==> config.mk <==
export PLATFORM = sky130hd
export DESIGN_NAME = wgs_div
export DESIGN_NICKNAME = d
export VERILOG_FILES = /design/src/wave_grid_stencil_step_unit_defines.svh /design/src/wgs_pkg.sv /design/src/wgs_div.sv
export SDC_FILE = /design/constraint.sdc
export NUM_CORES = 1
export LEC_CHECK = 0
export BUFFER_PORTS_ARGS = -buffer_cell sky130_fd_sc_hd__buf_2
export CAP_MARGIN = 20
export CORE_ASPECT_RATIO = 1.5
export CORE_MARGIN = 2
export CORE_UTILIZATION = 30
export DETAILED_ROUTE_END_ITERATION = 7
export GPL_TIMING_DRIVEN = 0
export HOLD_SLACK_MARGIN = 0.05
export PLACE_DENSITY_LB_ADDON = 0.3
export SLEW_MARGIN = 10
export SYNTH_ARGS = -nofsm -noshare
export SYNTH_HDL_FRONTEND = slang
export SYNTH_SLANG_ARGS = --single-unit
==> constraint.sdc <==
create_clock -name clock -period 4.3 [get_ports clock]
set_clock_uncertainty 0.1 [all_clocks]
set_input_delay 0.43 -clock clock [delete_from_list [all_inputs] [get_ports clock]]
set_output_delay 0.43 -clock clock [all_outputs]
set_load 0.01 [all_outputs]
==> src/wave_grid_stencil_step_unit_defines.svh <==
`ifndef WAVE_GRID_STENCIL_STEP_UNIT_DEFINES_SVH
`define WAVE_GRID_STENCIL_STEP_UNIT_DEFINES_SVH

// same-cycle implication, checked outside reset
`define WGS_ASSERT_NOW(label, ante, cons) \
   label: assert property (@(posedge clock) disable iff (reset) (ante) |-> (cons)) \
      else $error("wgs check failed");

// next-cycle implication, checked outside reset
`define WGS_ASSERT_NEXT(label, ante, cons) \
   label: assert property (@(posedge clock) disable iff (reset) (ante) |=> (cons)) \
      else $error("wgs check failed");

`endif

==> src/wgs_pkg.sv <==
package wgs_pkg;

   localparam int GridBits  = 8;
   localparam int AddrWidth = 2 * GridBits;
   localparam int ValWidth  = 32;
   localparam int DivWidth  = 15;

   localparam logic [1:0] OP_WRITE = 2'd0;
   localparam logic [1:0] OP_STEP  = 2'd1;
   localparam logic [1:0] OP_READ  = 2'd2;

   localparam logic [1:0] CSR_DIVISOR = 2'd0;
   localparam logic [1:0] CSR_COL     = 2'd1;
   localparam logic [1:0] CSR_ROW     = 2'd2;
   localparam logic [1:0] CSR_SIZE    = 2'd3;

   typedef struct packed {
      logic                start;
      logic [ValWidth-1:0] num;
      logic [DivWidth-1:0] den;
   } div_req_type;

   typedef struct packed {
      logic                done;
      logic [ValWidth-1:0] quot;
   } div_rsp_type;

endpackage

==> src/wgs_div.sv <==
module wgs_div
   import wgs_pkg::*;
(
   input  logic        clock,
   input  logic        reset,
   input  div_req_type req,
   output div_rsp_type rsp
);

   logic                busy_ff, busy_in;
   logic                done_ff, done_in;
   logic                neg_ff, neg_in;
   logic [5:0]          cnt_ff, cnt_in;
   logic [DivWidth:0]   rem_ff, rem_in;
   logic [ValWidth-1:0] mag_ff, mag_in;
   logic [DivWidth-1:0] den_ff, den_in;
   logic [DivWidth:0]   trial;

   always_comb begin
      busy_in = busy_ff;
      done_in = 1'b0;
      neg_in  = neg_ff;
      cnt_in  = cnt_ff;
      rem_in  = rem_ff;
      mag_in  = mag_ff;
      den_in  = den_ff;
      trial   = {rem_ff[DivWidth-1:0], mag_ff[ValWidth-1]};
      if (req.start) begin
         busy_in = 1'b1;
         neg_in  = req.num[ValWidth-1];
         mag_in  = req.num[ValWidth-1] ? (~req.num + 1'b1) : req.num;
         rem_in  = '0;
         cnt_in  = '0;
         den_in  = (req.den == '0) ? DivWidth'(1) : req.den;
      end else if (busy_ff) begin
         if (trial >= {1'b0, den_ff}) begin
            rem_in = trial - {1'b0, den_ff};
            mag_in = {mag_ff[ValWidth-2:0], 1'b1};
         end else begin
            rem_in = trial;
            mag_in = {mag_ff[ValWidth-2:0], 1'b0};
         end
         cnt_in = cnt_ff + 6'd1;
         if (cnt_ff == 6'(ValWidth - 1)) begin
            busy_in = 1'b0;
            done_in = 1'b1;
         end
      end
   end

   always_ff @(posedge clock) begin
      if (reset) begin
         busy_ff <= 1'b0;
         done_ff <= 1'b0;
      end else begin
         busy_ff <= busy_in;
         done_ff <= done_in;
      end
      neg_ff <= neg_in;
      cnt_ff <= cnt_in;
      rem_ff <= rem_in;
      mag_ff <= mag_in;
      den_ff <= den_in;
   end

   assign rsp.done = done_ff;
   assign rsp.quot = neg_ff ? (~mag_ff + 1'b1) : mag_ff;

endmodule
### Word level (Yosys, flattened, before mapping)

Cells that the tools add are included.

* output and inout port bits: 33
* word-level logic and storage cells: 29
* register bits: 71
* bits of input ports: 50

* $lt $le $gt $ge: 1
* bitwise operators: 3
* reduce and logical (&&, ||, !) cells: 3
* equality and inequality tests: 1
* muxes and demuxes: 10
* add/subtract/negate cells: 4

Operators with widths (count)
* 32-bit two-way mux: 4
* 32-bit by 1-bit adder with 32-bit output (second input constant): 2
* 32-bit NOT: 2
* 16-bit by 15-bit greater-or-equal comparator with 1-bit output: 1
* 15-bit zero test: 1
* 15-bit two-way mux: 1
* 15-bit subtractor: 1
* 6-bit by 1-bit adder with 6-bit output (second input constant): 1
* 6-bit by 5-bit equality test with 1-bit output (second input constant): 1
* 1-bit two-way mux: 5
* 3-bit OR reduction: 1
* 2-bit nonzero test: 1
* 1-bit NOT: 1

### Logic depth before layout (Yosys ltp)

Gate-level depths: netlist (run 1).

* depth after elaboration: 4
* gate-level depth with buffers: 10
* depth with buffers taken out: 9

### Worst setup path after synthesis (run 1)

OpenSTA, ideal clock, no wires.

* path kind: flip-flop to output port
* from: register mag_ff[14]
* to: output rsp[28] in the netlist's numbering
* arrival: 2.614 ns
* stages on the path, launching flop included: 7
* path buffers: 0
* required time: 3.770 ns
* path slack: 1.156 ns
* path through: edfxtp_1 > or4_4 > or3_4 > or3_4 > or4_4 > o41ai_2 > xnor2_1

RTL lines
* start, declared: RTL line wgs_div.sv:15 `logic [ValWidth-1:0] mag_ff, mag_in;`
* start signal, assigned: RTL line wgs_div.sv:62 `mag_ff <= mag_in;`
* end, declared: RTL line wgs_div.sv:7 `output div_rsp_type rsp`

==> results summary, run 1 <==
For this run, the number of Yosys warnings is 0. The summed instance area of the synthesized netlist came out at 0.004918 mm^2. For this configuration, the core starts out at a cell density of 0.3052. The chip width is 108.5 um. The period utilization came out at 0.8874. For this design the ratio of total power to cell area is 349.7 mW/mm^2. The worst pin sits at a relative slew slack of 0.4741. The number of synthesized register bits came out at 71. The number of antenna diodes in the final layout is 0. Setup violations remaining at the end of the flow were counted as 0. The die area came out at 0.01746 mm^2. The area of all placed cells without fillers is 0.005887 mm^2.

The number of nets in the synthesized netlist is 622. The met3 track demand over resource in global routing is 0.02922. The overall die height is 160.8 um. After synthesis, the netlist uses 56 different library cells.

The worst hold path belongs to the class in2reg. The kind of start point of the critical path is a flip-flop. The number of detailed-routing iterations run before antenna repair is 4.

The number of buffers added by the clock tree synthesis step came out at 9. The number of design-rule violations left by the first detailed-router iteration is 316. The critical path data required time is 3.77 ns.

The max-capacitance violation count came out at 0. The overall power consumption is 2.058 mW. In this run, post-CTS hold repair placed 0 buffers. The final layout net count came out at 716. The critical path is of the reg2out type. The clock edge transition at the registers on the reported setup and hold paths is 0.06 ns.

After synthesis, the cell types taking the most area are edfxtp_1, dfxtp_1, xnor2_1, xor2_1, nor2_1. The largest voltage drop on the vdd net is 172.4 uV. The root buffer cell chosen for the clock tree is clkbuf_16. The post-layout minimum cycle time is 3.816 ns. Summed over all instances, the cell type with the most area after synthesis is edfxtp_1. Along the worst path, the maximum fanout reaches 4. The average vias per placed instance is 5.097.

The fraction of layout instances using a drive strength above 1 came out at 0.1718. The critical path's slowest cell is or4_4. The final wirelength is 13120 um.

The average footprint of a synthesized cell came out at 8.894 um^2. The wire length of the first global-routing pass came out at 21410 um. The row count came out at 57. The worst-skew pair later-pin latency is 0.34 ns. The post-route setup TNS came out at 0 ns. Buffers placed on the I/O ports in this run total 82. The number of instances in the synthesized netlist came out at 553. In the routed design, unresolved DRC markers number 0. The average detailed-routed wire length per instance came out at 15.29 um. The number of sinks handled by clock tree synthesis came out at 71. The post-cts sizing count is 0. The core area is 0.01612 mm^2. For met1 alone, demand over resource in global routing was 0.1754. The number of levels the H-tree was split into is 3. The run finished with clean final reports.

In this run the remaining antenna-violating nets after routing total 0. Leaving out fill and tap cells, the most frequent cell in the layout is buf_2. The fraction of registers with async set or reset after synthesis came out at 0. The number of antenna violations at the first check in global routing came out at 0. The dominant synthesized flop cell is edfxtp_1.

The worst register-to-register path begins at mag_ff[31]. The maximum clock rate came out at 262.1 MHz. The area of placed instances came out at 0.005614 mm^2. Walking the worst path, the cells encountered are or4_4 -> or3_4 -> or3_4 -> or4_4 -> o41ai_2 -> xnor2_1 -> buf_2.

The total leakage power came out at 2.316 nW. The met2 routing resource usage after global routing came out at 0.2804. The data arrival time of the critical path is 3.29 ns. The fraction of the yosys area taken by sequential cells came out at 0.3867. The number of global-route vias before repair came out at 4430.

The count of pins over their slew limit is 0. Once detailed placement completed, the half-perimeter wirelength came to 10460 um. In the layout the commonest cells are buf_2, nor2_1, edfxtp_1.

Setup repair after global routing left no endpoint under its margin. The top-level port count is 83. The final RePlAce weighted congestion is 0.9080. The startpoint identified for the worst hold timing path is reset. The number of enable flip-flop cells after synthesis came out at 48.

STA classifies the critical path endpoint as a primary output. Across every metal layer, demand over resource in global routing totals 0.1547. The synthesis-to-layout area growth is 19.69%. The global routing stage identified its most utilized layer as met2. The number of setup buffers added after CTS is 0. In this design, the stage delay of the slowest critical-path cell is 0.56 ns. The overflow left after global routing is 0.

TritonCTS built the clock tree. At the pin with the least slew margin, the transition time is 0.7828 ns. The number of hold violations in the final report is 0. The critical path starts at mag_ff[13]. The number of vias after detailed routing came out at 4373.

The maximum number of pins on one net before global-route repair is 21. The clock tree buffer depth is 2. Of the post-synthesis cell area, the dominant cell type holds 0.2931.
## critical path: cells and delay by family (launching register included)
| family | cells | cell delay, ns |
|---|---|---|
| AOI/OAI and AO/OA | 1 | 0.35 |
| xor gates and xnor gates | 1 | 0.18 |
| and+or+nand+nor | 4 | 1.78 |
| buffers and inverters | 1 | 0.17 |
| DFF | 1 | 0.47 |
## cell families (layout without fill, tap and decap cells)
group                    after synthesis  count (layout)  synth area share
AO/OA/AOI/OAI                        133             133            0.1720
XOR/XNOR                              74              74            0.1318
adder cells (fa/ha/maj)               19              19           0.04986
buffers and inverters                 68             167           0.05342
flip-flops                            71              71            0.3867
multiplexers                          10              10           0.02061
AND/OR/NAND/NOR                      178             178            0.1857
## synth_stat cells (all sizes together), types with 2 or more instances
master and instances:
or3b 2, nor4 7, o31ai 18, a21oi 44
and2 3, nand2 38, and4b 4, a21o 3
nor3b 6, inv 27, edfxtp 48, xnor2 40
buf 4, nor3 11, a311oi 3, o211ai 2
or3 8, nand4 7, nand2b 5, clkbuf 37
ha 18, dfxtp 23, nand3 8, a211o 5
or4 8, o21ai 31, mux2i 9, nand3b 2
xor2 34, nor2 61, a211oi 9, nor2b 2
o41ai 8
## sequential cells by signal, summed over array words and instances (netlist names)
register  cells
mag_ff       32
den_ff       15
rem_ff       15
cnt_ff        6
busy_ff       1
done_ff       1
neg_ff        1
## report_power, final
| part | total, mW | internal, mW | switching (mW) | leakage (nW) |
|---|---|---|---|---|
| clock network | 0.694 | 0.390 | 0.304 | 0.132 |
| registers | 0.864 | 0.801 | 0.0630 | 0.660 |
| logic | 0.500 | 0.217 | 0.284 | 1.52 |
| total | 2.06 | 1.41 | 0.650 | 2.32 |
## final cells by class
class	instances	area, um^2
Multi-Input combinational cell	414	2754
Clock buffer	9	225.2
Sequential cell	71	1902
Fill cell	1697	10230
Inverter	27	101.3
Timing Repair Buffer	83	437.9
Tap cell	206	257.7
Buffer	41	161.4
Clock inverter	7	47.55
## metrics by stage
stage	util	setup WS (ns)	cells	hold slack, ns
floorplan	-	1.156	553	0.3585
global placement	0.3466	0.8210	841	0.3737
detailed placement	0.3483	0.8205	842	0.4067
CTS	0.3652	0.4401	858	0.1627
global route	0.3652	0.3690	858	0.1690
finish	0.3652	0.4842	858	0.1733
## worst paths after layout
kind	end	slack, ns	cells past startpoint
setup / recovery	rsp[28]	0.48	7
hold reg to reg	cnt_ff[5]	0.41	2
setup reg to reg	rem_ff[9]	0.86	10
hold / removal	busy_ff	0.17	2
## routing by layer
layer | up-vias | routed length, um
met3 | 20 | 636
li1 | 2179 | -
met5 | - | 0
met2 | 125 | 6813
met4 | 0 | 250
met1 | 2049 | 5416
Note: power is estimated with default switching activity, not from simulation.
==> run 2: changes to the inputs <==
--- a/config.mk
+++ b/config.mk
@@ -9,7 +9,7 @@
 export CAP_MARGIN = 20
 export CORE_ASPECT_RATIO = 1.5
 export CORE_MARGIN = 2
-export CORE_UTILIZATION = 30
+export CORE_UTILIZATION = 56
 export DETAILED_ROUTE_END_ITERATION = 7
 export GPL_TIMING_DRIVEN = 0
 export HOLD_SLACK_MARGIN = 0.05
==> run 2 against run 1 <==
Global-route usage grew 11 points. Flip-flop and latch count is the same. Total power down 0.59%. Clock-buffer cell count is 1 higher. Critical endpoint unchanged. Largest cell class unchanged. Highest routed layer unchanged.
==> results summary, run 2 (same netlist as run 1, synthesis figures left out) <==
The clock tree buffer depth is 2. The average vias per placed instance came out at 5.941. For this configuration, the core starts out at a cell density of 0.5811. Summed over all cells, the static leakage comes to 2.312 nW. The residual antenna-violating net count after detailed routing came out at 0. In this run the worst path has a maximum fanout of 4. The worst min-delay path category is in2reg. The chip width came out at 80.52 um.

The layout filler cell count is 679. The final wirelength is 12210 um. The synthesis-to-layout area growth came out at 17.22%.

The flip-flop count of the largest register after layout is 32. After legalization and detailed placement, the total HPWL measured 9350 um. The clock edge transition at the registers on the reported setup and hold paths came out at 0.06 ns. The critical path launch point is mag_ff[14]. After routing the design area is 0.005766 mm^2. Measured along the y axis, the die boundary spans 118.8 um.

In this run the power density over the cells is 354.9 mW/mm^2. The wire length of the first global-routing pass came out at 19290 um. The number of buffers and inverters on the critical path came out at 1. The row count came out at 41. The number of buffers added by the clock tree synthesis step came out at 9. The tree is rooted in a clkbuf_16. The number of design-rule violations left by the first detailed-router iteration is 313.

The largest individual stage delay along the critical path comes from the cell or4_4. In the routed design, unresolved DRC markers number 0. The final non-filler cell total came out at 759. Measured in cells, the most critical reg-to-reg path has a length of 10. The critical register-to-register path endpoint is rem_ff[9]. The number of antenna violations at the first check in global routing is 0. The period utilization came out at 0.8629. The CTS tree is done. The average detailed-routed wire length per instance came out at 16.09 um. The number of sinks handled by clock tree synthesis came out at 71.

The die area is 0.009564 mm^2. Among cell families on the critical path, the largest total delay comes from simple AND/OR/NAND/NOR gates. The count of pins over their slew limit came out at 0. The utilization after layout came out at 0.6812. The start-to-end type of the worst setup path is reg2out. Buffers inserted to repair hold after CTS numbered 0. Setup repair after global routing left no endpoint under its margin. The routed layout has 4509 vias. The startpoint identified for the worst register-to-register timing path is mag_ff[31].

The largest registers in the layout are mag_ff (32), den_ff (15), rem_ff (15). The maximum clock rate came out at 269.5 MHz. The fraction of layout instances using a drive strength above 1 is 0.1702. In this run, placement finished with an instance count of 743. The post-cts sizing count came out at 0. Following the worst setup path forward leads to its endpoint at rsp[28]. In the final timing run, aggregate negative setup slack is 0 ns. The total setup buffers inserted after CTS came out at 0. Setup violations remaining at the end of the flow were counted as 0. The library cells used most frequently in the layout, excluding fill and tap cells, are buf_2, nor2_1, edfxtp_1. The congestion estimate from routability-driven global placement came to 0.8743. The core area is 0.008464 mm^2. The top-level port count came out at 83. The largest voltage drop on the vdd net came out at 243.5 uV.

CTS built an H-tree with a depth of 3. The final layout net count came out at 716. The slew at the pin closest to its max-slew limit is 0.7277 ns. Total power for the finished layout comes to 2.046 mW. The post-layout minimum cycle time is 3.710 ns. The signal on the critical path passes through or4_4 -> or3_4 -> or3_4 -> or4_4 -> o41ai_2 -> xnor2_1 -> buf_2. STA classifies the critical path endpoint as a primary output. The biggest cell delay along the critical path is 0.57 ns. The critical path data required time came out at 3.77 ns.

The max-capacitance violation count is 0. The maximum number of pins on one net before global-route repair is 22. The repair_antennas step left the layout with diodes totalling 0. The area of placed instances came out at 0.005490 mm^2. The number of global-route vias before repair is 4339.

The worst pin sits at a relative slew slack of 0.5111. The worst-skew pair later-pin latency came out at 0.34 ns. The worst setup path is launched from a flip-flop. The worst setup slack for register-to-register paths came out at 0.72 ns. The flow ran to the end, and the final reports show no timing, DRC or antenna violations.

The library cell used most frequently in the layout, excluding fill and tap cells, is buf_2. The number of detailed-routing iterations run before antenna repair is 6. The number of hold violations in the final report is 0. The overflow left after global routing came out at 0. The top register by number of flip-flops is mag_ff.

The data arrival time of the critical path came out at 3.18 ns. Input and output buffers added on the ports amount to 82. The combined global-route utilization of all metal layers came out at 0.2600. The number of stages on the worst setup path came out at 7.
-- run 2: layer usage --
metal,vias to the layer above,global-route usage,share of wire
li1,2181,-,-
met1,2104,0.2687,0.37
met2,191,0.4938,0.54
met3,33,0.04427,0.057
met4,0,0.1123,0.030
met5,-,0,0
-- run 2: power by group --
part / internal (mW) / switching [mW]
sequential: 0.801 / 0.0591
combinational: 0.217 / 0.278
clock: 0.402 / 0.290
total: 1.42 / 0.627
-- run 2: through the flow --
step / hold WS, ns / setup WS, ns
final: 0.1937 / 0.5896
after global placement: 0.3673 / 0.9353
after CTS: 0.1837 / 0.5905
after global routing: 0.1880 / 0.5180
after detailed placement: 0.4042 / 0.9049
after floorplan: 0.3585 / 1.156
-- run 2: how the worst min path moves through the flow --
| stage | startpoint | end | slack, ns | cells after the start |
|---|---|---|---|---|
| 2_1_floorplan | cnt_ff[5] | cnt_ff[5] | 0.36 | 2 |
| 3_3_place_gp | cnt_ff[5] | cnt_ff[5] | 0.37 | 2 |
| 3_5_place_dp | cnt_ff[5] | cnt_ff[5] | 0.40 | 2 |
| 4_1_cts | reset | busy_ff | 0.18 | 2 |
| 5_1_grt | reset | busy_ff | 0.19 | 2 |
| 6_report | reset | busy_ff | 0.19 | 2 |
-- run 2: final cells by class --
cell class / instances / area, um^2 / area share
Sequential cell: 71 / 1902 / 0.3299
Clock inverter: 6 / 36.28 / 0.006293
Inverter: 27 / 101.3 / 0.01758
Clock buffer: 10 / 239.0 / 0.04145
Multi-Input combinational cell: 414 / 2754 / 0.4776
Tap cell: 107 / 133.9 / 0.02322
Timing Repair Buffer: 83 / 437.9 / 0.07595
Buffer: 41 / 161.4 / 0.02799
==> run 3: changes to the inputs <==
--- a/config.mk
+++ b/config.mk
@@ -10,6 +10,7 @@
 export CORE_ASPECT_RATIO = 1.5
 export CORE_MARGIN = 2
 export CORE_UTILIZATION = 56
+export CTS_BUF_LIST = sky130_fd_sc_hd__clkbuf_8
 export DETAILED_ROUTE_END_ITERATION = 7
 export GPL_TIMING_DRIVEN = 0
 export HOLD_SLACK_MARGIN = 0.05
==> run 3 against run 2 <==
Maximum frequency fell by 0.82%. Clock power fell by 30%. Combinational power barely moved. Non-clock buffer count did not move. Sequential share of layout area rose by 0.59 points. Via count fell by 0.35%. Global-route usage fell by 0.22 points. Core utilization fell by 1.2 points. Routed wire length fell by 1.3%. Critical endpoint unchanged. Largest power group unchanged.
==> results summary, run 3 (same netlist as run 1, synthesis figures left out) <==
The final non-filler cell total is 759. The number of hold violations in the final report is 0. In the layout the commonest cells are buf_2, nor2_1, edfxtp_1. The overflow left after global routing is 0.

The max-capacitance violation count is 0. In this run the vertical extent of the chip is 118.8 um. The quantity of hold-fixing buffers added after cts came out at 0. Of the total power, combinational logic draws 0.268. The cell sitting at the root of the clock tree is a clkbuf_8. The register with the most flip-flops in the final layout is mag_ff. The count of pins over their slew limit came out at 0. The worst-skew pair later-pin latency is 0.37 ns. The run finished with clean final reports.

Measured against its own limit, the worst slew margin works out to 0.5143. The count of input and output buffers came out at 82. The maximum number of pins on one net before global-route repair is 22. The number of gates resized after CTS was 0. The cell depth of the worst hold path is 2. The remaining design rule violation count came out at 0.

The number of antenna diodes in the final layout is 0. The clock edge transition at the registers on the reported setup and hold paths came out at 0.08 ns. Once the clock tree was built, the setup fixing pass inserted 0 buffers. The wire length of the first global-routing pass came out at 19120 um. The fraction of layout instances using a drive strength above 1 came out at 0.1702. The utilization after layout came out at 0.6692. The overall power consumption is 1.839 mW. In the final layout, the multi-input gates occupy 0.002754 mm^2.

The switching share of power came out at 0.3273. Setup repair after global routing left no endpoint under its margin. The average detailed-routed wire length per instance came out at 15.88 um.

In this run the deepest clock path goes through 2 buffers. Row generation in the floorplan step produced 41 rows. The worst slack on hold paths is 0.1523 ns. Along the worst path, the maximum fanout reaches 4. The start-to-end type of the worst setup path is reg2out. In the global route stage, overall resource usage came out at 0.2579. The number of antenna violations at the first check in global routing came out at 0. The core area came out at 0.008464 mm^2. The number of vias after detailed routing is 4493.

TritonCTS built the clock tree. The largest registers in the layout are mag_ff (32), den_ff (15), rem_ff (15). Once detail routing completed, the nets flagged for antenna violations numbered 0.

The layout filler cell count came out at 704. STA classifies the critical path endpoint as a primary output. The number of design-rule violations left by the first detailed-router iteration came out at 314.

The total area of sequential cells is 0.001902 mm^2. The period utilization is 0.8700. For the worst setup path, the data required time is 3.77 ns. The sequential group share of total power is 0.467.

The number of placed instances, taps included came out at 743. The post-layout minimum cycle time is 3.741 ns. The kind of start point of the critical path is a flip-flop.

The top-level port count is 83. The largest voltage drop on the vdd net came out at 224.8 uV. The library cell used most frequently in the layout, excluding fill and tap cells, is buf_2. The net count of the finished layout is 716. The data arrival time of the critical path is 3.21 ns. The number of buffers added by the clock tree synthesis step came out at 9. The starting density of the core is 0.5811. The flip-flop count of the largest register after layout came out at 32. The HPWL after detailed placement is 9350 um. The cell count of the worst reg-to-reg path is 10. Counting every sink on the clock net gives 71. The chip width is 80.52 um. The number of levels the H-tree was split into came out at 3. The final wirelength is 12050 um. For this design the static power due to leakage is 2.266 nW. The internal power of the cells came out at 1.237 mW. The die covers 0.009564 mm^2.

The area growth from synthesis to layout is 15.16%. Using the TritonRoute via totals, the vias-per-cell ratio works out to 5.920. The slew at the pin closest to its max-slew limit came out at 0.7229 ns.

For this run, the top clock speed supported by timing is 267.3 MHz. The clock share of power came out at 0.265. In this run the power density over the cells is 324.7 mW/mm^2. The power dissipated by switching net loads is 602.0 uW.

After routing, the total negative slack on setup checks comes to 0 ns. The number of detailed-routing iterations run before antenna repair is 5. Setup violations remaining at the end of the flow were counted as 0.

The number of global-route vias before repair came out at 4320. At the end of routability-driven placement, the weighted congestion stood at 0.8743. The path class of the tightest hold or removal check is in2reg.
==> run 3: path summary, 6_finish.rpt <==
kind / from / slack [ns] / to
worst max register to register: mag_ff[31] / 0.81 / rem_ff[9]
worst min register to register: cnt_ff[5] / 0.41 / cnt_ff[5]
worst max-delay path: mag_ff[14] / 0.56 / rsp[28]
worst min-delay path: reset / 0.15 / busy_ff
==> run 3: area by class of cell <==
type / count / area share
clock buffers: 10 / 0.02430
flip-flops and latches: 71 / 0.3358
clock inverters: 6 / 0.006406
plain buffers: 41 / 0.02850
inverters: 27 / 0.01789
multi-input cells: 414 / 0.4862
repair buffers: 83 / 0.07731
well taps: 107 / 0.02364
==> run 3: routing by layer <==
| layer | up-vias | GRT usage | part of all wire |
|---|---|---|---|
| met3 | 45 | 0.02824 | 0.047 |
| met5 | - | 0 | 0 |
| met4 | 0 | 0.1409 | 0.041 |
| met2 | 181 | 0.4844 | 0.54 |
| met1 | 2086 | 0.2679 | 0.37 |
| li1 | 2181 | - | - |
==> run 3: stage by stage <==
stage,setup slack (ns),area [um^2]
finish,0.5588,5664
global placement,0.9353,5463
floorplan,1.156,4918
detailed placement,0.9049,5490
CTS,0.5583,5664
global route,0.4908,5664
==> run 3: critical path, stage by stage (launching register included) <==
cell and delay [ns]:
edfxtp_1 0.44, or4_4 0.57, or3_4 0.35, or3_4 0.40, or4_4 0.46, o41ai_2 0.32, xnor2_1 0.15, buf_2 0.15
==> run 3: power by group through the flow <==
stage / clock network, mW / registers [mW] / logic [mW]
2_1_floorplan: 0 / 0.856 / 0.332
3_3_place_gp: 0 / 0.871 / 0.469
3_5_place_dp: 0 / 0.873 / 0.488
4_1_cts: 0.491 / 0.858 / 0.490
5_1_grt: 0.510 / 0.867 / 0.545
6_report: 0.487 / 0.859 / 0.493
